==> src/hdl/itst_pkg.sv <==
package itst_pkg;

    // Field widths
    localparam int PIX_W     = 64;
    localparam int CELL_W    = 32;
    localparam int ZOOM_W    = 7;
    localparam int LIMIT_W   = 33;
    localparam int CFG_IDX_W = 3;
    localparam int NUM_W     = CELL_W + ZOOM_W;

    // Divider split: quotient bits resolved per pipeline stage
    localparam int DIV_STEPS  = 8;
    localparam int DIV_STAGES = CELL_W / DIV_STEPS;

    // Register indexes
    localparam logic [CFG_IDX_W-1:0] REG_VIEW_MODE = 3'd0;
    localparam logic [CFG_IDX_W-1:0] REG_ZOOM      = 3'd1;
    localparam logic [CFG_IDX_W-1:0] REG_ORIGIN_X  = 3'd2;
    localparam logic [CFG_IDX_W-1:0] REG_ORIGIN_Y  = 3'd3;
    localparam logic [CFG_IDX_W-1:0] REG_LIMIT_X   = 3'd4;
    localparam logic [CFG_IDX_W-1:0] REG_LIMIT_Y   = 3'd5;

    // Operation and view codes
    localparam logic OP_TO_TILE   = 1'b0;
    localparam logic OP_TO_SCREEN = 1'b1;
    localparam logic VIEW_ISO     = 1'b0;
    localparam logic VIEW_TOP     = 1'b1;

    // Reset values and projection constants
    localparam logic [ZOOM_W-1:0]  ZOOM_RESET  = 7'd32;
    localparam logic [LIMIT_W-1:0] LIMIT_RESET = 33'h1_0000_0000;
    localparam logic [ZOOM_W-1:0]  ISO_DIV     = 7'd40;

    typedef struct packed {
        logic                     view_mode;
        logic [ZOOM_W-1:0]        zoom;
        logic signed [PIX_W-1:0]  origin_x;
        logic signed [PIX_W-1:0]  origin_y;
        logic [LIMIT_W-1:0]       limit_x;
        logic [LIMIT_W-1:0]       limit_y;
    } t_cfg;

    // First front stage: raw differences and tile-to-screen offsets
    typedef struct packed {
        logic                     op;
        logic signed [PIX_W-1:0]  ax;
        logic signed [PIX_W-1:0]  ay;
        logic signed [PIX_W-1:0]  tx;
        logic signed [PIX_W-1:0]  mx;
        logic signed [PIX_W-1:0]  my;
    } t_diff;

    // Second front stage: signed numerators and finished screen point
    typedef struct packed {
        logic                     op;
        logic signed [PIX_W-1:0]  nx;
        logic signed [PIX_W-1:0]  ny;
        logic signed [PIX_W-1:0]  pix_x;
        logic signed [PIX_W-1:0]  pix_y;
    } t_num;

    // Divider pipeline word: partial remainder plus numerator/quotient shifter
    typedef struct packed {
        logic                     op;
        logic                     miss;
        logic [ZOOM_W-1:0]        div;
        logic [ZOOM_W-1:0]        rem_x;
        logic [ZOOM_W-1:0]        rem_y;
        logic [CELL_W-1:0]        acc_x;
        logic [CELL_W-1:0]        acc_y;
        logic signed [PIX_W-1:0]  pix_x;
        logic signed [PIX_W-1:0]  pix_y;
    } t_div;

endpackage

==> src/hdl/itst_range.sv <==
module itst_range (
    input  logic             i_clk,
    input  logic             i_rst_n,
    input  itst_pkg::t_cfg   i_cfg,
    input  logic             i_valid,
    output logic             o_ready,
    input  itst_pkg::t_num   i_data,
    output logic             o_valid,
    input  logic             i_ready,
    output itst_pkg::t_div   o_data
);

    logic                               r_valid;
    itst_pkg::t_div                     r_data;
    itst_pkg::t_div                     n_data;
    logic                               is_iso;
    logic [itst_pkg::ZOOM_W-1:0]        dv;
    logic [itst_pkg::NUM_W:0]           lane_x;
    logic [itst_pkg::NUM_W:0]           lane_y;
    logic                               iso_wide_y;

    // Classify one numerator: miss flag and the non-negative dividend
    function automatic logic [itst_pkg::NUM_W:0] prep_lane(
        input logic signed [itst_pkg::PIX_W-1:0] n,
        input logic [itst_pkg::ZOOM_W-1:0]       d,
        input logic                              iso
    );
        logic       big;
        logic       near;
        logic [8:0] t;
        logic       miss;
        logic [itst_pkg::NUM_W-1:0] num;
        begin
            // Quotient would reach 2^32 or more
            big  = (n[62:39] != '0) || (n[38:32] >= d);
            // Small negative value that truncates to quotient zero
            t    = {n[7], n[7:0]} + {2'b00, d};
            near = (&n[62:7]) && !t[8] && (t != '0);
            if (!n[63]) begin
                miss = big;
                num  = n[itst_pkg::NUM_W-1:0];
            end else if (!iso && near) begin
                miss = 1'b0;
                num  = '0;
            end else begin
                miss = 1'b1;
                num  = '0;
            end
            prep_lane = {miss, num};
        end
    endfunction

    assign o_ready = !r_valid || i_ready;
    assign o_valid = r_valid;
    assign o_data  = r_data;

    // Pick divisor, check ranges, seed the divider
    always_comb begin
        is_iso     = (i_cfg.view_mode == itst_pkg::VIEW_ISO);
        dv         = is_iso ? itst_pkg::ISO_DIV : i_cfg.zoom;
        lane_x     = prep_lane(i_data.nx, dv, is_iso);
        lane_y     = prep_lane(i_data.ny, dv, is_iso);
        iso_wide_y = is_iso && (i_data.ny[62:31] != '0);

        n_data.op    = i_data.op;
        n_data.miss  = lane_x[itst_pkg::NUM_W] || lane_y[itst_pkg::NUM_W] || iso_wide_y;
        n_data.div   = dv;
        n_data.rem_x = lane_x[itst_pkg::NUM_W-1:itst_pkg::CELL_W];
        n_data.rem_y = lane_y[itst_pkg::NUM_W-1:itst_pkg::CELL_W];
        n_data.acc_x = lane_x[itst_pkg::CELL_W-1:0];
        n_data.acc_y = lane_y[itst_pkg::CELL_W-1:0];
        n_data.pix_x = i_data.pix_x;
        n_data.pix_y = i_data.pix_y;
    end

    always_ff @(posedge i_clk) begin
        if (!i_rst_n) begin
            r_valid <= 1'b0;
        end else if (o_ready) begin
            r_valid <= i_valid;
        end
    end

    always_ff @(posedge i_clk) begin
        if (o_ready) begin
            r_data <= n_data;
        end
    end

endmodule

==> config.mk <==
export PLATFORM = sky130hd
export DESIGN_NAME = itst_range
export DESIGN_NICKNAME = d
export VERILOG_FILES = /design/src/hdl/itst_pkg.sv /design/src/hdl/itst_range.sv
export SDC_FILE = /design/constraint.sdc
export NUM_CORES = 1
export LEC_CHECK = 0
export BUFFER_PORTS_ARGS = -buffer_cell sky130_fd_sc_hd__clkbuf_2
export CAP_MARGIN = 15
export CORE_AREA = 3 3 261 263
export CTS_CLUSTER_DIAMETER = 30
export DETAILED_ROUTE_END_ITERATION = 7
export DIE_AREA = 0 0 264 266
export SLEW_MARGIN = 10
export SYNTH_ARGS = -nofsm -noshare
export SYNTH_HDL_FRONTEND = slang
export SYNTH_SLANG_ARGS = --single-unit
==> constraint.sdc <==
create_clock -name i_clk -period 7.06 [get_ports i_clk]
set_input_delay 0.706 -clock i_clk [delete_from_list [all_inputs] [get_ports i_clk]]
set_output_delay 0.706 -clock i_clk [all_outputs]
set_load 0.1 [all_outputs]
==> flow_summary.json <==
{
  "outcome": "completed",
  "netlist_instances": 508,
  "ys_top_cells_by_count": "edfxtp_1, nor2b_1, nand4_1",
  "dp_slack_ns": 3.12,
  "io_pins": 680,
  "hp-start": "i_data[89]",
  "grt_antenna_before_repair": 4,
  "final_core_util_pct": 20.6,
  "clock.fmax_ghz": 0.316,
  "drt_iter0_drc": 485,
  "core_mm2": 0.0659,
  "clockBufferDepth": 3,
  "yosysTopAreaCell": "edfxtp_1",
  "slew_violations": 0,
  "fin_setup_tns_ns": 0,
  "critPathCaptureType": "register",
  "yosysUniqueCellTypes": 48,
  "synth-edff-count": 215,
  "grt-ovfl-total": 0,
  "power_mw": 4.78,
  "fin_skew_ns": 0.0212,
  "layout-drive-gt1-share_pct": 53.3,
  "hold_buffers": 0,
  "fin_crit_sh_pct": 44.9,
  "yosys_warnings": 0,
  "arrival_ns": 3.44,
  "synth_seq_cells": 216,
  "clock_latency_ns": 0.57,
  "first_pass_iters": 4,
  "numCtsBuffers": 48,
  "hold_path_class": "input pin to register",
  "nNetsFinal": 1517,
  "io_buffers": 485,
  "fillCellCount": 7116,
  "hold_depth": 1,
  "synth_seq_area_share_pct": 76.9,
  "worstHoldEndpoint": "o_data[89]",
  "post_cts_buffers": 0,
  "rrSetupSlack_ns": 5.31,
  "fp.dieW_um": 264,
  "relSlewSlack_pct": 38.8,
  "timing.rr.start": "o_valid",
  "synth_area_leaders": "edfxtp_1, nor2b_1, ha_1, nand4_1, nor4_1",
  "grt_pass1_wl_um": 48500,
  "cts_resized": 0,
  "cts_tree": "done",
  "synth_nets": 991,
  "p_leak_nw": 5.82,
  "rows": 94,
  "grt_pass1_vias": 7085,
  "r2r-end": "o_valid",
  "fin_ws_ns": 3.89,
  "synth_most_common_cell": "edfxtp_1",
  "setup-violations-final": 0,
  "cap_violations": 0,
  "clk_pin_slew_ns": 0.05,
  "grtUsageTotal_pct": 9.59,
  "syn_to_final_growth_pct": 61.5,
  "power_density_mw_per_mm2": 351,
  "cts.sinks": 216,
  "cp.required_ns": 7.33,
  "worstSetupStartpoint": "i_cfg[201]",
  "synthArstFlopShare_pct": 0,
  "cts_root_buffer": "clkbuf_16",
  "rsz0062_at_grt": "false",
  "ff2ff_path_depth": 3,
  "via_count": 6733,
  "drtAntennaViolNets": 0,
  "min_period_ns": 3.17,
  "htree_levels": 2,
  "path_class": "input pin to register",
  "viasPerCell": 3.47,
  "cp_max_fo": 13,
  "dieArea_mm2": 0.0702,
  "initial_core_util_pct": 12.8,
  "grt_max_degree": 102,
  "synth_top_area_share_pct": 76.7,
  "tightest_slew_ns": 0.917,
  "ir_drop_v": 0.000173,
  "wl_per_cell_um": 18.3,
  "syn_area_mm2": 0.00842,
  "routed_wl_um": 35500,
  "die_h_um": 266,
  "gp_congestion": 0.855,
  "hold_viol": 0,
  "synth_ff_type": "edfxtp_1",
  "postSynthAreaPerCell_um2": 16.6,
  "worst_setup_path_start_kind": "input pin",
  "drc": 0,
  "dp_hpwl_um": 29300
}
state kept, by name, summed over array words and instances (netlist names):
signal,flops
o_valid,1
o_data,215
how the worst max path moves through the flow:
stage | to | slack (ns) | depth (start not counted)
6_report | o_data[213] | 3.89 | 11
5_1_grt | o_data[213] | 3.68 | 11
4_1_cts | o_data[213] | 3.72 | 11
3_5_place_dp | o_data[213] | 3.12 | 11
3_3_place_gp | o_data[213] | 3.14 | 11
2_1_floorplan | o_data[0] | 2.40 | 1
per-stage QoR:
stage | cells | hold slack [ns] | area (um^2)
after detailed placement | 1848 | 0.885 | 11900
after global placement | 1848 | 0.884 | 11900
after floorplan | 508 | 0.805 | 8420
final | 1940 | 0.306 | 13600
after CTS | 1935 | 0.245 | 13600
after global routing | 1936 | 0.249 | 13600
layer usage:
layer  vias to the layer above  GRT usage [%]  part of all wire [%]
li1                       3071              -                     -
met2                       418           14.7                    44
met4                         2           3.16                   2.5
met1                      3181           11.9                    42
met5                         -              0                 0.031
met3                        61           4.55                    11
final cells by class:
type / count / area (um^2) / share of cell area [%]
clock inverter: 32 / 432 / 3.17
clock buffer: 55 / 1230 / 9.03
timing repair buffer: 489 / 2470 / 18.2
sequential: 216 / 6480 / 47.6
antenna: 5 / 12.5 / 0.0920
multi-input combinational: 266 / 1850 / 13.6
inverter: 13 / 48.8 / 0.359
tap: 864 / 1080 / 7.95
kinds of logic (layout without fill, tap and decap cells):
kind of cell	Yosys count	after routing	share of synthesized area [%]
muxes	1	1	0.134
other	0	5	0
buffers and inverters	26	589	1.17
and+or+nand+nor	177	177	12.4
DFF	216	216	76.9
AOI/OAI and AO/OA	51	51	4.44
adders and majority gates	27	27	3.86
xor gates and xnor gates	10	10	1.04
cell usage in the layout (no fill, tap or decap), types with 4 or more instances in the layout:
cell type  count
bufinv_16      7
a211oi_1       4
clkbuf_16     48
a21oi_1        5
xnor2_1       10
clkbuf_1       7
clkbuf_2     485
edfxtp_1     215
inv_1         12
nand4_1       34
a31oi_1        4
nand2b_1       7
nand2_1        8
maj3_2         4
ha_1          20
o21ai_0        6
diode_2        5
nor4_1        21
clkinv_2       6
nor2b_1       77
clkinv_1       8
nor2_1        16
o22ai_1        5
where the power goes:
| group | total, mW | internal (mW) | switching [mW] |
|---|---|---|---|
| clock | 2.24 | 1.51 | 0.727 |
| combinational | 0.993 | 0.153 | 0.840 |
| sequential | 1.55 | 1.52 | 0.0281 |
| total | 4.78 | 3.18 | 1.60 |
critical path, cell delays in order:
cell,delay (ns)
clkbuf_2,0.23
nand2b_1,0.29
inv_1,0.18
ha_1,0.21
a211oi_1,0.44
and4_1,0.25
nand4_1,0.19
a211o_1,0.35
o21a_1,0.10
a41oi_1,0.29
o211ai_1,0.18
(Power assumes the default switching activity.)
