### src/hdl/itst_pkg.sv
package itst_pkg;

    // Field widths
    localparam int PIX_W     = 64;
    localparam int CELL_W    = 32;
    localparam int ZOOM_W    = 7;
    localparam int LIMIT_W   = 33;
    localparam int CFG_IDX_W = 3;
    localparam int NUM_W     = CELL_W + ZOOM_W;

    // Divider split: quotient bits resolved per pipeline stage
    localparam int DIV_STEPS  = 8;
    localparam int DIV_STAGES = CELL_W / DIV_STEPS;

    // Register indexes
    localparam logic [CFG_IDX_W-1:0] REG_VIEW_MODE = 3'd0;
    localparam logic [CFG_IDX_W-1:0] REG_ZOOM      = 3'd1;
    localparam logic [CFG_IDX_W-1:0] REG_ORIGIN_X  = 3'd2;
    localparam logic [CFG_IDX_W-1:0] REG_ORIGIN_Y  = 3'd3;
    localparam logic [CFG_IDX_W-1:0] REG_LIMIT_X   = 3'd4;
    localparam logic [CFG_IDX_W-1:0] REG_LIMIT_Y   = 3'd5;

    // Operation and view codes
    localparam logic OP_TO_TILE   = 1'b0;
    localparam logic OP_TO_SCREEN = 1'b1;
    localparam logic VIEW_ISO     = 1'b0;
    localparam logic VIEW_TOP     = 1'b1;

    // Reset values and projection constants
    localparam logic [ZOOM_W-1:0]  ZOOM_RESET  = 7'd32;
    localparam logic [LIMIT_W-1:0] LIMIT_RESET = 33'h1_0000_0000;
    localparam logic [ZOOM_W-1:0]  ISO_DIV     = 7'd40;

    typedef struct packed {
        logic                     view_mode;
        logic [ZOOM_W-1:0]        zoom;
        logic signed [PIX_W-1:0]  origin_x;
        logic signed [PIX_W-1:0]  origin_y;
        logic [LIMIT_W-1:0]       limit_x;
        logic [LIMIT_W-1:0]       limit_y;
    } t_cfg;

    // First front stage: raw differences and tile-to-screen offsets
    typedef struct packed {
        logic                     op;
        logic signed [PIX_W-1:0]  ax;
        logic signed [PIX_W-1:0]  ay;
        logic signed [PIX_W-1:0]  tx;
        logic signed [PIX_W-1:0]  mx;
        logic signed [PIX_W-1:0]  my;
    } t_diff;

    // Second front stage: signed numerators and finished screen point
    typedef struct packed {
        logic                     op;
        logic signed [PIX_W-1:0]  nx;
        logic signed [PIX_W-1:0]  ny;
        logic signed [PIX_W-1:0]  pix_x;
        logic signed [PIX_W-1:0]  pix_y;
    } t_num;

    // Divider pipeline word: partial remainder plus numerator/quotient shifter
    typedef struct packed {
        logic                     op;
        logic                     miss;
        logic [ZOOM_W-1:0]        div;
        logic [ZOOM_W-1:0]        rem_x;
        logic [ZOOM_W-1:0]        rem_y;
        logic [CELL_W-1:0]        acc_x;
        logic [CELL_W-1:0]        acc_y;
        logic signed [PIX_W-1:0]  pix_x;
        logic signed [PIX_W-1:0]  pix_y;
    } t_div;

endpackage

### src/hdl/itst_if.sv
interface itst_in_if;
    logic                               valid;
    logic                               ready;
    logic                               operation;
    logic signed [itst_pkg::PIX_W-1:0]  pixel_x;
    logic signed [itst_pkg::PIX_W-1:0]  pixel_y;
    logic [itst_pkg::CELL_W-1:0]        cell_x;
    logic [itst_pkg::CELL_W-1:0]        cell_y;

    modport source (output valid, operation, pixel_x, pixel_y, cell_x, cell_y,
                    input ready);
    modport sink (input valid, operation, pixel_x, pixel_y, cell_x, cell_y,
                  output ready);
endinterface


### src/hdl/itst_front.sv
module itst_front (
    input  logic             i_clk,
    input  logic             i_rst_n,
    input  itst_pkg::t_cfg   i_cfg,
    itst_in_if.sink          i_in,
    output logic             o_valid,
    input  logic             i_ready,
    output itst_pkg::t_num   o_data
);

    logic            r_a_valid;
    logic            r_b_valid;
    itst_pkg::t_diff r_a;
    itst_pkg::t_num  r_b;
    itst_pkg::t_diff n_a;
    itst_pkg::t_num  n_b;
    logic            a_free;
    logic            b_free;

    logic [itst_pkg::PIX_W-1:0]  k_iso;
    logic [itst_pkg::PIX_W-1:0]  j_iso;
    logic [itst_pkg::NUM_W-1:0]  prod_x;
    logic [itst_pkg::NUM_W-1:0]  prod_y;
    logic signed [itst_pkg::PIX_W-1:0] hx;

    // Stage slots open when empty or draining downstream
    assign b_free     = !r_b_valid || i_ready;
    assign a_free     = !r_a_valid || b_free;
    assign i_in.ready = a_free;
    assign o_valid    = r_b_valid;
    assign o_data     = r_b;

    // Stage A: pixel differences and tile-to-screen offsets
    always_comb begin
        k_iso  = {32'b0, i_in.cell_y} - {32'b0, i_in.cell_x} - 64'd1;
        j_iso  = {31'b0, {1'b0, i_in.cell_y} + {1'b0, i_in.cell_x}};
        prod_x = {32'b0, i_cfg.zoom} * {7'b0, i_in.cell_x};
        prod_y = {32'b0, i_cfg.zoom} * {7'b0, i_in.cell_y};

        n_a.op = i_in.operation;
        n_a.ax = i_in.pixel_x - i_cfg.origin_x;
        n_a.ay = i_in.pixel_y - i_cfg.origin_y;
        n_a.tx = i_cfg.origin_x + {57'b0, i_cfg.zoom} - i_in.pixel_x - 64'd1;
        if (i_cfg.view_mode == itst_pkg::VIEW_ISO) begin
            n_a.mx = (k_iso << 5) + (k_iso << 3);
            n_a.my = (j_iso << 4) + (j_iso << 2);
        end else begin
            n_a.mx = 64'd0 - {25'b0, prod_x};
            n_a.my = {25'b0, prod_y};
        end
    end

    // Stage B: diamond sums or grid numerators, screen point
    always_comb begin
        hx       = $signed(r_a.ax) >>> 1;
        n_b.op    = r_a.op;
        n_b.pix_x = i_cfg.origin_x + r_a.mx;
        n_b.pix_y = i_cfg.origin_y + r_a.my;
        if (i_cfg.view_mode == itst_pkg::VIEW_ISO) begin
            n_b.nx = r_a.ay - hx;
            n_b.ny = r_a.ay + hx;
        end else begin
            n_b.nx = r_a.tx;
            n_b.ny = r_a.ay;
        end
    end

    always_ff @(posedge i_clk) begin
        if (!i_rst_n) begin
            r_a_valid <= 1'b0;
            r_b_valid <= 1'b0;
        end else begin
            if (a_free) begin
                r_a_valid <= i_in.valid;
            end
            if (b_free) begin
                r_b_valid <= r_a_valid;
            end
        end
    end

    always_ff @(posedge i_clk) begin
        if (a_free) begin
            r_a <= n_a;
        end
        if (b_free) begin
            r_b <= n_b;
        end
    end

endmodule

### src/flat_wrapper.sv
// flat-port wrapper written by rule: the top's interface ports become plain ports
module itst_front_flat 
  (i_clk, i_rst_n, i_cfg, o_valid, i_ready, o_data, i_in_valid, i_in_operation, i_in_pixel_x, i_in_pixel_y, i_in_cell_x, i_in_cell_y, i_in_ready);
  itst_in_if i_in_i ();
  input  logic i_clk;
  input  logic i_rst_n;
  input  itst_pkg::t_cfg i_cfg;
  output logic o_valid;
  input  logic i_ready;
  output itst_pkg::t_num o_data;
  input wire logic [$bits(i_in_i.valid)-1:0] i_in_valid;
  input wire logic [$bits(i_in_i.operation)-1:0] i_in_operation;
  input wire logic [$bits(i_in_i.pixel_x)-1:0] i_in_pixel_x;
  input wire logic [$bits(i_in_i.pixel_y)-1:0] i_in_pixel_y;
  input wire logic [$bits(i_in_i.cell_x)-1:0] i_in_cell_x;
  input wire logic [$bits(i_in_i.cell_y)-1:0] i_in_cell_y;
  output wire logic [$bits(i_in_i.ready)-1:0] i_in_ready;
  assign i_in_i.valid = i_in_valid;
  assign i_in_i.operation = i_in_operation;
  assign i_in_i.pixel_x = i_in_pixel_x;
  assign i_in_i.pixel_y = i_in_pixel_y;
  assign i_in_i.cell_x = i_in_cell_x;
  assign i_in_i.cell_y = i_in_cell_y;
  assign i_in_ready = i_in_i.ready;
  itst_front u_core (.i_clk(i_clk), .i_rst_n(i_rst_n), .i_cfg(i_cfg), .i_in(i_in_i), .o_valid(o_valid), .i_ready(i_ready), .o_data(o_data));
endmodule
### config.mk
export PLATFORM = sky130hd
export DESIGN_NAME = itst_front_flat
export DESIGN_NICKNAME = d
export VERILOG_FILES = /design/src/hdl/itst_pkg.sv /design/src/hdl/itst_if.sv /design/src/hdl/itst_front.sv /design/src/flat_wrapper.sv
export SDC_FILE = /design/constraint.sdc
export NUM_CORES = 2
export LEC_CHECK = 0
export ABC_CLOCK_PERIOD_IN_PS = 10790
export BUFFER_PORTS_ARGS = -buffer_cell sky130_fd_sc_hd__buf_2
export CAP_MARGIN = 30
export CORE_MARGIN = 2
export CORE_UTILIZATION = 33
export CTS_BUF_LIST = sky130_fd_sc_hd__clkbuf_8
export CTS_CLUSTER_DIAMETER = 60
export DETAILED_ROUTE_END_ITERATION = 6
export GPL_TIMING_DRIVEN = 0
export PLACE_DENSITY = 0.53
export SLEW_MARGIN = 20
export SYNTH_ARGS = -nofsm -noshare
export SYNTH_HDL_FRONTEND = slang
export SYNTH_SLANG_ARGS = --single-unit
### constraint.sdc
create_clock -name i_clk -period 10.79 [get_ports i_clk]
set_clock_uncertainty 0.05 [all_clocks]
set_input_delay 0.5395 -clock i_clk [delete_from_list [all_inputs] [get_ports i_clk]]
set_output_delay 0.5395 -clock i_clk [all_outputs]
set_load 0.02 [all_outputs]
==> summary.md <==
| Metric | Value |
|---|---|
| Cell Area, Synth | `0.0645 mm2` |
| Count of input and output buffers | `586` |
| #FFs+latches synth | `between 500 and 600` |
| CP max FO | `10` |
| DR WL/cell | `about 23 um` |
| Placed inst area | `a little over 0.07 mm2` |
| Internal power | `between 9 and 10 mW` |
| CP Capture Type | `register` |
| Fin crit period | `7980 ps` |
| Worst EP required | `11300 ps` |
| Yosys warning count | `0` |
| Cts bufs inserted | `just under 100` |
| Antenna Violating Nets Remaining | `0` |
| Final Util | `37.9%` |
| RSZ-0062 raised after global routing | `no` |
| Netlist cell types | `90` |
| Layout cells sized above 1 | `between 10% and 20%` |
| I/O pin count | `~660` |
| Largest net degree at the start of global routing | `101` |
| Startpoint types | `input port` |
| Vias in the first global route | `~57000` |
| Gpl congestion | `approximately 0.96` |
| Clock root buffer | `clkbuf_8` |
| Initial antenna violation count | `~120` |
| Setup TNS | `0 ps` |
| Ys flop type | `edfxtp_1` |
| Mean Syn Cell Area | `8.79 um2` |
| Final setup violation count | `0` |
| DRT Pass-1 Iters | `6` |
| Post-synth ARST share | `0%` |
| Hold_ws | `about 98 ps` |
| Routed wire length | `approximately 250000 um` |
| Core ar. | `between 0.15 and 0.2 mm2` |
| Max clock buf depth | `3` |
| Clock-pin transition on the worst setup and hold timing paths | `~60 ps` |
| Slew Limit Fails | `0` |
| CP Class | `in2reg` |
| Hold Fails Final Rpt | `0` |
| Resized Gates After CTS | `0` |
| Die width | `roughly 450 um` |
| Clock power frac | `between 10% and 20%` |
| Via density | `between 5 and 6` |
| Initial Util | `about a third` |
| Cts hold-fix bufs | `41` |
| Worst relative slew slack | `30.1%` |
| Clock Latency Late Sink | `~850 ps` |
| DRT iter0 DRCs | `between 4000 and 5000` |
| Die Y | `between 400 and 500 um` |
| Fin crit share | `about three quarters` |
| Power density cells | `around 250 mW/mm2` |
| Layout net count | `between 9000 and 10000` |
| Slowest stage delay, CP | `about 640 ps` |
| Clk sink count | `554` |
| Status | `completed` |
| Gr usage total | `24.6%` |
| Drt drc | `0` |
| TritonCTS clock tree | `done` |
| First-pass GRT wire length | `about 360000 um` |
| Max Fclk | `between 0.1 and 0.15 GHz` |
| P_sw | `9.07 mW` |
| Via Count | `57128` |
| Switch share | `roughly half` |
| Reg power frac | `22.8%` |
| Logic pwr share | `about two thirds` |
| Detailed placer's ending HPWL | `roughly 220000 um` |
| Crit-path slowest cell | `a2111oi_0` |
| VDD IR-drop max | `around 120 uV` |
| Actual slew at the worst max-slew pin | `between 1000 and 1500 ps` |
| Grt total ovfl | `0` |
| Buf+Inv Stages, Crit Path | `5` |
| Hold Path Class | `in2reg` |
| Setup Buffers After CTS | `0` |
| Max_cap viols | `0` |
| H-tree Lvls | `3` |
| Post-Synthesis Net Count | `8831` |
| Synth Instances | `about 7300` |
| Crit path max-delay family | `compound AO/OA/AOI/OAI gates` |
| Worst EP arrival | `about 8500 ps` |
| Fin area | `between 0.07 and 0.08 mm2` |
| Number of synthesized flops with an enable pin | `~550` |
| Most common cell on crit path | `o21ai_0` |
| Seq/Total Area, Yosys | `25.7%` |
| # rows | `~160` |
| Die area | `around 0.2 mm2` |
| Leak | `33.4 nW` |
| Synth-to-Final Area Change | `14.2%` |
[path summary, 6_finish.rpt]
| path | from | endpoint | slack, ps | cells after the start |
|---|---|---|---|---|
| worst max register to register | u_core.r_a[194] | u_core.o_data[248] | 4910 | 14 |
| worst max-delay path | i_in_cell_y[0] | u_core.r_a[126] | 2810 | 31 |
| worst min-delay path | i_in_pixel_y[63] | u_core.r_a[255] | 100 | 3 |
| worst min register to register | u_core.n_b[256] | u_core.o_data[256] | 370 | 0 |
[cell usage in the layout, fill, tap and decap left out, types with 44 or more instances in the layout]
| cell | netlist | layout |
|---|---|---|
| ha_1 | 773 | 773 |
| inv_1 | 715 | 737 |
| nand2_1 | 708 | 707 |
| a21oi_1 | 628 | 628 |
| buf_2 | 7 | 598 |
| edfxtp_1 | 552 | 552 |
| nor2_1 | 533 | 533 |
| o21ai_0 | 449 | 449 |
| xnor2_1 | 435 | 435 |
| fa_1 | 320 | 320 |
| a21o_1 | 280 | 280 |
| clkbuf_1 | 223 | 209 |
| xor2_1 | 176 | 176 |
| o21bai_1 | 125 | 125 |
| nand3_1 | 123 | 123 |
| nor3_1 | 115 | 115 |
| clkbuf_8 | 0 | 101 |
| nand2b_1 | 98 | 98 |
| o21a_1 | 96 | 96 |
| and2_1 | 78 | 78 |
| nor2b_1 | 72 | 72 |
| a31oi_1 | 67 | 67 |
| and3_1 | 60 | 60 |
| nand4_1 | 57 | 57 |
| a211oi_1 | 56 | 56 |
| o31ai_1 | 54 | 54 |
| diode_2 | 0 | 44 |
| or3_1 | 44 | 44 |
[worst min-delay path, cell delays in order]
cell and delay [ps]:
buf_2 80, xor2_1 70, xnor2_1 190
[power by group through the flow]
stage,Combinational (mW),Clock [mW],Sequential [mW]
2_1_floorplan,7.54,0,4.43
3_3_place_gp,11.7,0,4.19
3_5_place_dp,11.7,0,4.18
4_1_cts,11.8,2.14,4.14
5_1_grt,13.1,2.22,4.18
6_report,12.0,2.07,4.13
[kinds of logic (layout without fill, tap and decap cells)]
group	count (synthesis)	count (layout)	synth area share, %
AO/OA/AOI/OAI	2052	2052	20.2
XOR/XNOR	611	611	8.29
adder cells (fa/ha/maj)	1093	1093	24.9
buffers and inverters	981	1817	5.75
flip-flops	554	554	25.7
multiplexers	34	34	0.574
other	0	44	0
AND/OR/NAND/NOR	2014	2014	14.5
[cells in the mapped netlist (14+ instances only)]
master / instances / area, um2
nand2_1: 708 / 2660
o21ai_0: 449 / 2250
a211oi_1: 56 / 420
ha_1: 773 / 9670
edfxtp_1: 552 / 16600
a211o_1: 20 / 175
nand3_1: 123 / 616
nor2_1: 533 / 2000
nor3_1: 115 / 576
nand2b_1: 98 / 613
xor2_1: 176 / 1540
nor2b_1: 72 / 450
o31ai_1: 54 / 405
o21bai_1: 125 / 938
or3_1: 44 / 275
or2_2: 18 / 113
xnor2_1: 435 / 3810
a2111oi_0: 18 / 158
a21o_1: 280 / 2100
inv_1: 715 / 2680
a31oi_1: 67 / 419
and3_1: 60 / 375
a21boi_0: 16 / 120
mux2_2: 24 / 270
a21oi_1: 628 / 3140
fa_1: 320 / 6410
clkbuf_1: 223 / 837
and4_1: 18 / 158
a41o_1: 14 / 140
and2_1: 78 / 488
o211ai_1: 35 / 263
o21a_1: 96 / 721
a311oi_1: 17 / 149
nand4_1: 57 / 357
nor4_1: 32 / 200
o41ai_1: 26 / 228
or4_1: 18 / 135
o31a_1: 14 / 123
[layer usage]
| layer | up-vias | GRT usage (%) | share of wire [%] |
|---|---|---|---|
| li1 | 27457 | - | - |
| met1 | 27586 | 31.1 | 43 |
| met2 | 1588 | 40.9 | 47 |
| met3 | 463 | 2.46 | 4.3 |
| met4 | 34 | 13.9 | 5.9 |
| met5 | - | 0 | 0.086 |
[metrics by stage]
step           power (mW)  cells  setup WS, ps
6_report             18.2  10761          2810
2_1_floorplan        12.0   7339          2820
3_3_place_gp         15.8  10467         -1010
5_1_grt              19.5  10756          2390
4_1_cts              18.1  10716          2950
3_5_place_dp         15.9  10492          2030
[final cells by class]
cell class	count	area, um2
Tap cell	2542	3180
Clock buffer	101	1390
Inverter	735	2770
Multi-Input combinational cell	5804	44200
Timing Repair Buffer	653	3840
Buffer	246	972
Fill cell	20108	121000
Sequential cell	554	16600
Clock inverter	82	628
Antenna cell	44	110
[state kept, by name, summed over array words and instances (netlist names)]
name              flops
u_core.hx            63
u_core.n_b            1
u_core.o_data       257
u_core.o_valid        1
u_core.r_a          231
u_core.r_a_valid      1
No activity file was read; power rests on OpenSTA's default activity.
