File: src/hdl/itst_pkg.sv
package itst_pkg;

    // Field widths
    localparam int PIX_W     = 64;
    localparam int CELL_W    = 32;
    localparam int ZOOM_W    = 7;
    localparam int LIMIT_W   = 33;
    localparam int CFG_IDX_W = 3;
    localparam int NUM_W     = CELL_W + ZOOM_W;

    // Divider split: quotient bits resolved per pipeline stage
    localparam int DIV_STEPS  = 8;
    localparam int DIV_STAGES = CELL_W / DIV_STEPS;

    // Register indexes
    localparam logic [CFG_IDX_W-1:0] REG_VIEW_MODE = 3'd0;
    localparam logic [CFG_IDX_W-1:0] REG_ZOOM      = 3'd1;
    localparam logic [CFG_IDX_W-1:0] REG_ORIGIN_X  = 3'd2;
    localparam logic [CFG_IDX_W-1:0] REG_ORIGIN_Y  = 3'd3;
    localparam logic [CFG_IDX_W-1:0] REG_LIMIT_X   = 3'd4;
    localparam logic [CFG_IDX_W-1:0] REG_LIMIT_Y   = 3'd5;

    // Operation and view codes
    localparam logic OP_TO_TILE   = 1'b0;
    localparam logic OP_TO_SCREEN = 1'b1;
    localparam logic VIEW_ISO     = 1'b0;
    localparam logic VIEW_TOP     = 1'b1;

    // Reset values and projection constants
    localparam logic [ZOOM_W-1:0]  ZOOM_RESET  = 7'd32;
    localparam logic [LIMIT_W-1:0] LIMIT_RESET = 33'h1_0000_0000;
    localparam logic [ZOOM_W-1:0]  ISO_DIV     = 7'd40;

    typedef struct packed {
        logic                     view_mode;
        logic [ZOOM_W-1:0]        zoom;
        logic signed [PIX_W-1:0]  origin_x;
        logic signed [PIX_W-1:0]  origin_y;
        logic [LIMIT_W-1:0]       limit_x;
        logic [LIMIT_W-1:0]       limit_y;
    } t_cfg;

    // First front stage: raw differences and tile-to-screen offsets
    typedef struct packed {
        logic                     op;
        logic signed [PIX_W-1:0]  ax;
        logic signed [PIX_W-1:0]  ay;
        logic signed [PIX_W-1:0]  tx;
        logic signed [PIX_W-1:0]  mx;
        logic signed [PIX_W-1:0]  my;
    } t_diff;

    // Second front stage: signed numerators and finished screen point
    typedef struct packed {
        logic                     op;
        logic signed [PIX_W-1:0]  nx;
        logic signed [PIX_W-1:0]  ny;
        logic signed [PIX_W-1:0]  pix_x;
        logic signed [PIX_W-1:0]  pix_y;
    } t_num;

    // Divider pipeline word: partial remainder plus numerator/quotient shifter
    typedef struct packed {
        logic                     op;
        logic                     miss;
        logic [ZOOM_W-1:0]        div;
        logic [ZOOM_W-1:0]        rem_x;
        logic [ZOOM_W-1:0]        rem_y;
        logic [CELL_W-1:0]        acc_x;
        logic [CELL_W-1:0]        acc_y;
        logic signed [PIX_W-1:0]  pix_x;
        logic signed [PIX_W-1:0]  pix_y;
    } t_div;

endpackage

File: src/hdl/itst_div_stage.sv
module itst_div_stage (
    input  logic             i_clk,
    input  logic             i_rst_n,
    input  logic             i_valid,
    output logic             o_ready,
    input  itst_pkg::t_div   i_data,
    output logic             o_valid,
    input  logic             i_ready,
    output itst_pkg::t_div   o_data
);

    logic           r_valid;
    itst_pkg::t_div r_data;
    itst_pkg::t_div n_data;
    logic [itst_pkg::NUM_W-1:0] step_x;
    logic [itst_pkg::NUM_W-1:0] step_y;

    // Restoring division: shift in one numerator bit, subtract when it fits
    function automatic logic [itst_pkg::NUM_W-1:0] div_lane(
        input logic [itst_pkg::ZOOM_W-1:0] rem_in,
        input logic [itst_pkg::CELL_W-1:0] acc_in,
        input logic [itst_pkg::ZOOM_W-1:0] d
    );
        logic [itst_pkg::ZOOM_W-1:0] rem;
        logic [itst_pkg::CELL_W-1:0] acc;
        logic [itst_pkg::ZOOM_W:0]   trial;
        begin
            rem = rem_in;
            acc = acc_in;
            for (int k = 0; k < itst_pkg::DIV_STEPS; k++) begin
                trial = {rem, acc[itst_pkg::CELL_W-1]};
                acc   = {acc[itst_pkg::CELL_W-2:0], 1'b0};
                if (trial >= {1'b0, d}) begin
                    trial  = trial - {1'b0, d};
                    acc[0] = 1'b1;
                end
                rem = trial[itst_pkg::ZOOM_W-1:0];
            end
            div_lane = {rem, acc};
        end
    endfunction

    assign o_ready = !r_valid || i_ready;
    assign o_valid = r_valid;
    assign o_data  = r_data;

    // Resolve the next quotient bits of both lanes
    always_comb begin
        step_x       = div_lane(i_data.rem_x, i_data.acc_x, i_data.div);
        step_y       = div_lane(i_data.rem_y, i_data.acc_y, i_data.div);
        n_data       = i_data;
        n_data.rem_x = step_x[itst_pkg::NUM_W-1:itst_pkg::CELL_W];
        n_data.acc_x = step_x[itst_pkg::CELL_W-1:0];
        n_data.rem_y = step_y[itst_pkg::NUM_W-1:itst_pkg::CELL_W];
        n_data.acc_y = step_y[itst_pkg::CELL_W-1:0];
    end

    always_ff @(posedge i_clk) begin
        if (!i_rst_n) begin
            r_valid <= 1'b0;
        end else if (o_ready) begin
            r_valid <= i_valid;
        end
    end

    always_ff @(posedge i_clk) begin
        if (o_ready) begin
            r_data <= n_data;
        end
    end

endmodule

File: config.mk
export PLATFORM = sky130hd
export DESIGN_NAME = itst_div_stage
export DESIGN_NICKNAME = d
export VERILOG_FILES = /design/src/hdl/itst_pkg.sv /design/src/hdl/itst_div_stage.sv
export SDC_FILE = /design/constraint.sdc
export NUM_CORES = 1
export LEC_CHECK = 0
export BUFFER_PORTS_ARGS = -buffer_cell sky130_fd_sc_hd__buf_4
export CELL_PAD_IN_SITES_DETAIL_PLACEMENT = 0
export CELL_PAD_IN_SITES_GLOBAL_PLACEMENT = 2
export CORE_UTILIZATION = 33
export DETAILED_ROUTE_END_ITERATION = 10
export GPL_ROUTABILITY_DRIVEN = 0
export GPL_TIMING_DRIVEN = 0
export MAX_ROUTING_LAYER = met4
export PLACE_DENSITY_LB_ADDON = 0.1
export SKIP_CTS_REPAIR_TIMING = 1
export SLEW_MARGIN = 25
export SYNTH_ARGS = -nofsm -noshare
export SYNTH_HDL_FRONTEND = slang
export SYNTH_SLANG_ARGS = --single-unit
File: constraint.sdc
create_clock -name i_clk -period 30.8 [get_ports i_clk]
set_clock_uncertainty 0.2 [all_clocks]
set_input_delay 9.24 -clock i_clk [delete_from_list [all_inputs] [get_ports i_clk]]
set_output_delay 9.24 -clock i_clk [all_outputs]
set_load 0.05 [all_outputs]
==> run_results.csv, run 1 <==
group,metric,value,unit
worst_hold_path,min_from,"o_valid$_SDFFE_PN0P_",
synthesis,syn-mean-instance-area,12.1,um^2
synthesis,synth_cells,1080,
run_status,status,"complete, no violations",
cells_and_area,postLayoutCoreUtil,0.460,
synthesis,synth-main-ff-cell,"edfxtp_1",
worst_setup_path,critical_path.slowest_cell,"mux2i_1",
worst_setup_path,cp.depth,77,
placement,io_buffers,435,
synthesis,yosysTopAreaCell,"edfxtp_1",
synthesis,synth_area_leaders,"edfxtp_1 49%, ha_1 11%, mux2_2 2.8%",
worst_setup_path,critPathMostFrequentCell,"o21ai_0",
synthesis,synth_area,13100,um^2
detailed_routing,drt-total-wl,44.7,mm
worst_setup_path,crit_type,"in -> reg",
worst_setup_path,cp_num_buf_inv,12,
worst_setup_path,cp_data_arrival_time,29.03,ns
detailed_routing,firstDrtPassIters,5,
clock_network,clockBufferDepth,3,
worst_setup_path,start_kind,"input pin",
placement,placedCellCount,2037,
global_routing,antenna_found_initial,5,
detailed_routing,first_iter_violations,501,
detailed_routing,viasPerCell,4.98,
worst_setup_path,cp_max_fo,16,
synthesis,syn-num-nets,1427,
synthesis,ys_ff_latch,216,
run,cap_violations,0,
worst_setup_path,max_stage_delay,0.71,ns
timing,fmaxAchievable,34.5,MHz
worst_hold_path,hold_depth,2,
synthesis,async_flop_share,0,
global_routing,grt_overflow,0,
worst_setup_path,cp_top_family,"compound AO/OA/AOI/OAI gates",
floorplan,num_rows,72,
clock_network,clock-sinks,216,
worst_setup_path,cp-end-kind,"flop",
cells_and_area,fin_nets,1893,
detailed_routing,wire_per_inst,21.4,um
timing,post-route-period-util,0.941,
synthesis,synth.top_cell.area_share,0.495,
floorplan,ioPinCount,436,
cells_and_area,finalNonFillerCells,2087,
worst_setup_path,crit_required,30.85,ns
cells_and_area,layout-drive-gt1-share,0.345,
worst_setup_path,crit_start,"i_data[211]",
clock_network,cts_buffers,25,
global_routing,grt_pass1_vias,10000,
floorplan,core,38800,um^2
worst_setup_path,worstReg2RegStart,"o_valid$_SDFFE_PN0P_",
floorplan,die-height,201,um
clock_network,cts_root_buf,"clkbuf_16",
floorplan,die_w,201,um
clock_network,clk_pin_slew,0.06,ns
timing,finalCriticalPeriod,28.98,ns
clock_network,htreeDepth,1,
detailed_routing,drc,0,
floorplan,die-area,40300,um^2
global_routing,grt_usage,0.223,
timing,finalHoldViolations,0,
cells_and_area,area_delta_synth_final,36.9,%
global_routing,grt_max_degree,55,
worst_setup_path,reg2reg_depth,3,
timing,slew_headroom,0.300,
global_routing,grt_pass1_wl,65.1,mm
synthesis,yosysSeqAreaShare,0.496,
placement,dpl.hpwl,35.7,mm
detailed_routing,detail-route-antenna-nets,0,
clock_network,cts_tree,"built",
floorplan,start_util,0.336,
detailed_routing,num_vias,10400,
timing,finalSetupViolations,0,
synthesis,synth_cell_type_count,75,
synthesis,synth_edf_count,215,
cells_and_area,final_common_cell,"buf_4",
timing,worst_pin_slew,1.05,ns
clock_network,clk_latency,0.54,ns
synthesis,yosys_warnings,0,
cells_and_area,layout_common_cells,"436 x buf_4, 215 x edfxtp_1, 112 x ha_1",
timing,drv_slew,0,
worst_hold_path,hp-class,"reg -> reg",
timing,rsz0062_at_grt,"no",
timing,setup_total_negative_slack,0,ns
[cells by family after synthesis]
logic type,Yosys count,share of synthesized area
adder cells (fa/ha/maj),128,0.132
XOR/XNOR,46,0.0309
multiplexers,71,0.0592
AND/OR/NAND/NOR,258,0.109
buffers and inverters,98,0.0300
AO/OA/AOI/OAI,263,0.143
flip-flops,216,0.496
[layout make-up]
cell class / count / area [um^2]
Clock buffer: 34 / 659
Buffer: 13 / 72.6
Antenna cell: 5 / 12.5
Multi-Input combinational cell: 766 / 6190
Inverter: 85 / 319
Fill cell: 3697 / 21000
Sequential cell: 216 / 6480
Timing Repair Buffer: 439 / 3370
Tap cell: 518 / 648
Clock inverter: 11 / 126
[metal layers]
metal | wire [um] | up-vias | track usage | share of wire
met1 | 19200 | 4985 | 0.275 | 0.43
li1 | - | 5071 | - | -
met3 | 2770 | 40 | 0.0536 | 0.062
met4 | 771 | 0 | 0.0523 | 0.017
met5 | 0 | - | - | 0
met2 | 21900 | 307 | 0.366 | 0.49
[registers in the layout, indices dropped and copies added (netlist names)]
register / count
o_data: 215
o_valid: 1
[path summary, 6_finish.rpt]
| check | to | slack (ns) |
|---|---|---|
| max | o_data[201]$_DFFE_PP_ | 1.82 |
| min | o_valid$_SDFFE_PN0P_ | 0.81 |
| max reg2reg | o_data[50]$_DFFE_PP_ | 28.82 |
| min reg2reg | o_valid$_SDFFE_PN0P_ | 0.81 |
[synthesized netlist by cell type, drive strengths merged (6+ instances only)]
cell type	instances
o2111ai	6
o31ai	7
fa	16
nand3	17
nand4	13
a221o	7
edfxtp	215
xnor2	30
and4	6
o21a	19
and3	8
nor3	8
clkbuf	6
mux2i	34
a211oi	11
a21o	31
nand2	49
nor2b	39
inv	85
buf	7
or2	6
xor2	16
nand3b	8
o211ai	7
ha	112
o21ai	62
o21bai	8
a31oi	6
nor3b	6
a21oi	47
mux2	37
or3	7
a21boi	9
nor2	46
and2	7
nand2b	25
[tightest hold or removal path, delay by kind of cell, from the launching register on]
family          cells  cell delay [ns]
flops               1             0.36
compound gates      1             0.17
simple gates        1             0.41
[per-stage QoR]
stage,setup WS (ns),hold slack [ns],instance area (um^2)
final,1.82,0.807,17900
after detailed placement,1.26,0.804,17100
after global routing,0.0946,0.863,17900
after CTS,1.74,0.810,17900
after floorplan,5.57,5.50,13100
after global placement,0.934,6.93,17000
Power of run 1 is not shown: default switching activity piles up to over one toggle a cycle in this logic, so the estimate is an artifact.
==> run 2, diff against run 1 <==
--- a/config.mk
+++ b/config.mk
@@ -9,11 +9,13 @@
 export CELL_PAD_IN_SITES_DETAIL_PLACEMENT = 0
 export CELL_PAD_IN_SITES_GLOBAL_PLACEMENT = 2
 export CORE_UTILIZATION = 33
+export CTS_CLUSTER_SIZE = 12
 export DETAILED_ROUTE_END_ITERATION = 10
 export GPL_ROUTABILITY_DRIVEN = 0
 export GPL_TIMING_DRIVEN = 0
 export MAX_ROUTING_LAYER = met4
 export PLACE_DENSITY_LB_ADDON = 0.1
+export REMOVE_ABC_BUFFERS = 1
 export SKIP_CTS_REPAIR_TIMING = 1
 export SLEW_MARGIN = 25
 export SYNTH_ARGS = -nofsm -noshare
==> run_results.csv, run 2 (synthesized netlist as in run 1, its figures left out) <==
group,metric,value,unit
worst_setup_path,crit_type,"in -> reg",
cells_and_area,multi_input_area,6200,um^2
timing,fmaxAchievable,35.0,MHz
cells_and_area,layout-drive-gt1-share,0.342,
timing,post-route-period-util,0.927,
worst_setup_path,cp_data_arrival_time,28.58,ns
detailed_routing,drt-total-wl,38.9,mm
global_routing,grt_usage,0.191,
timing,rsz0062_at_grt,"no",
cells_and_area,final_common_cell,"buf_4",
detailed_routing,num_vias,10100,
timing,finalHoldViolations,0,
global_routing,grt_pass1_vias,9781,
clock_network,clockBufferDepth,3,
clock_network,clk_latency,0.52,ns
timing,finalSetupViolations,0,
cells_and_area,layout_common_cells,"435 x buf_4, 215 x edfxtp_1, 112 x ha_1",
global_routing,grt_overflow,0,
timing,finalCriticalPeriod,28.54,ns
worst_setup_path,cp_max_fo,16,
floorplan,core,38800,um^2
cells_and_area,fin_nets,1880,
timing,slew_headroom,0.317,
worst_hold_path,hp-class,"reg -> reg",
clock_network,cts_root_buf,"clkbuf_16",
worst_setup_path,max_stage_delay,0.71,ns
floorplan,num_rows,72,
run_status,status,"complete, no violations",
run,cap_violations,0,
cells_and_area,fillCellCount,3657,
clock_network,clk_pin_slew,0.06,ns
floorplan,die_w,201,um
cells_and_area,diodes,0,
worst_setup_path,start_kind,"input pin",
worst_setup_path,crit_required,30.84,ns
worst_setup_path,critical_path.slowest_cell,"inv_1",
cells_and_area,final-seq-area,6480,um^2
worst_setup_path,critPathMostFrequentCell,"o21ai_0",
floorplan,die-height,201,um
global_routing,grt_max_degree,53,
floorplan,ioPinCount,436,
global_routing,grt_pass1_wl,58.4,mm
clock_network,clock-sinks,216,
cells_and_area,area_delta_synth_final,35.9,%
placement,io_buffers,435,
detailed_routing,first_iter_violations,442,
cells_and_area,largest_register_ffs,215,
detailed_routing,detail-route-antenna-nets,0,
placement,dpl.hpwl,30.7,mm
floorplan,die-area,40300,um^2
detailed_routing,drc,0,
clock_network,cts_buffers,24,
timing,drv_slew,0,
global_routing,antenna_found_initial,0,
clock_network,htreeDepth,1,
clock_network,cts_tree,"built",
detailed_routing,wire_per_inst,18.8,um
floorplan,start_util,0.336,
timing,worst_pin_slew,1.02,ns
detailed_routing,viasPerCell,4.89,
worst_setup_path,cp-end-kind,"flop",
timing,setup_total_negative_slack,0,ns
detailed_routing,firstDrtPassIters,5,
==> run 2: cell count changes in the layout (fill, tap and decap cells not counted), moves of 2 or more <==
cell,previous run,this run
diode_2,5,0
clkbuf_1,15,9
buf_6,2,0
buf_2,4,1
==> run 2: worst paths after layout <==
| kind | start | slack [ns] | cells after the start | endpoint |
|---|---|---|---|---|
| max | i_data[211] | 2.26 | 70 | o_data[200]$_DFFE_PP_ |
| min | o_valid$_SDFFE_PN0P_ | 0.82 | 2 | o_valid$_SDFFE_PN0P_ |
| max reg2reg | o_valid$_SDFFE_PN0P_ | 28.52 | 4 | o_data[78]$_DFFE_PP_ |
| min reg2reg | o_valid$_SDFFE_PN0P_ | 0.82 | 2 | o_valid$_SDFFE_PN0P_ |
==> run 2: per-stage QoR <==
stage / util / setup slack (ns) / cell area, um^2 / hold WS, ns / instances
finish: 0.457 / 2.26 / 17700 / 0.825 / 2066
global placement: 0.435 / 0.996 / 16900 / 6.76 / 2020
detailed placement: 0.438 / 1.63 / 17000 / 0.854 / 2025
global route: 0.457 / 0.308 / 17700 / 0.891 / 2066
floorplan: - / 5.58 / 13000 / 5.50 / 1067
CTS: 0.457 / 2.12 / 17700 / 0.874 / 2066
==> run 2: metal layers <==
metal / track usage / share of wire / up-vias / routed length (um)
li1: - / - / 5035 / -
met1: 0.230 / 0.43 / 4779 / 16600
met2: 0.340 / 0.52 / 248 / 20100
met3: 0.0231 / 0.040 / 37 / 1570
met4: 0.0390 / 0.014 / 0 / 546
met5: - / 0 / - / 0
==> run 2: cell type report <==
class	count	area share
Inverter	85	0.0180
Clock buffer	34	0.0372
Multi-Input combinational cell	766	0.349
Timing Repair Buffer	440	0.190
Tap cell	518	0.0365
Sequential cell	216	0.365
Clock inverter	7	0.00360
==> run 2: worst max-delay path: cells and delay by family <==
kind            cells  cell delay (ns)
buf+inv             5             1.26
simple gates       13             2.20
fa+ha+maj           8             2.77
mux                 7             2.84
compound gates     37            10.26
Power of run 2 is left out for the same reason.
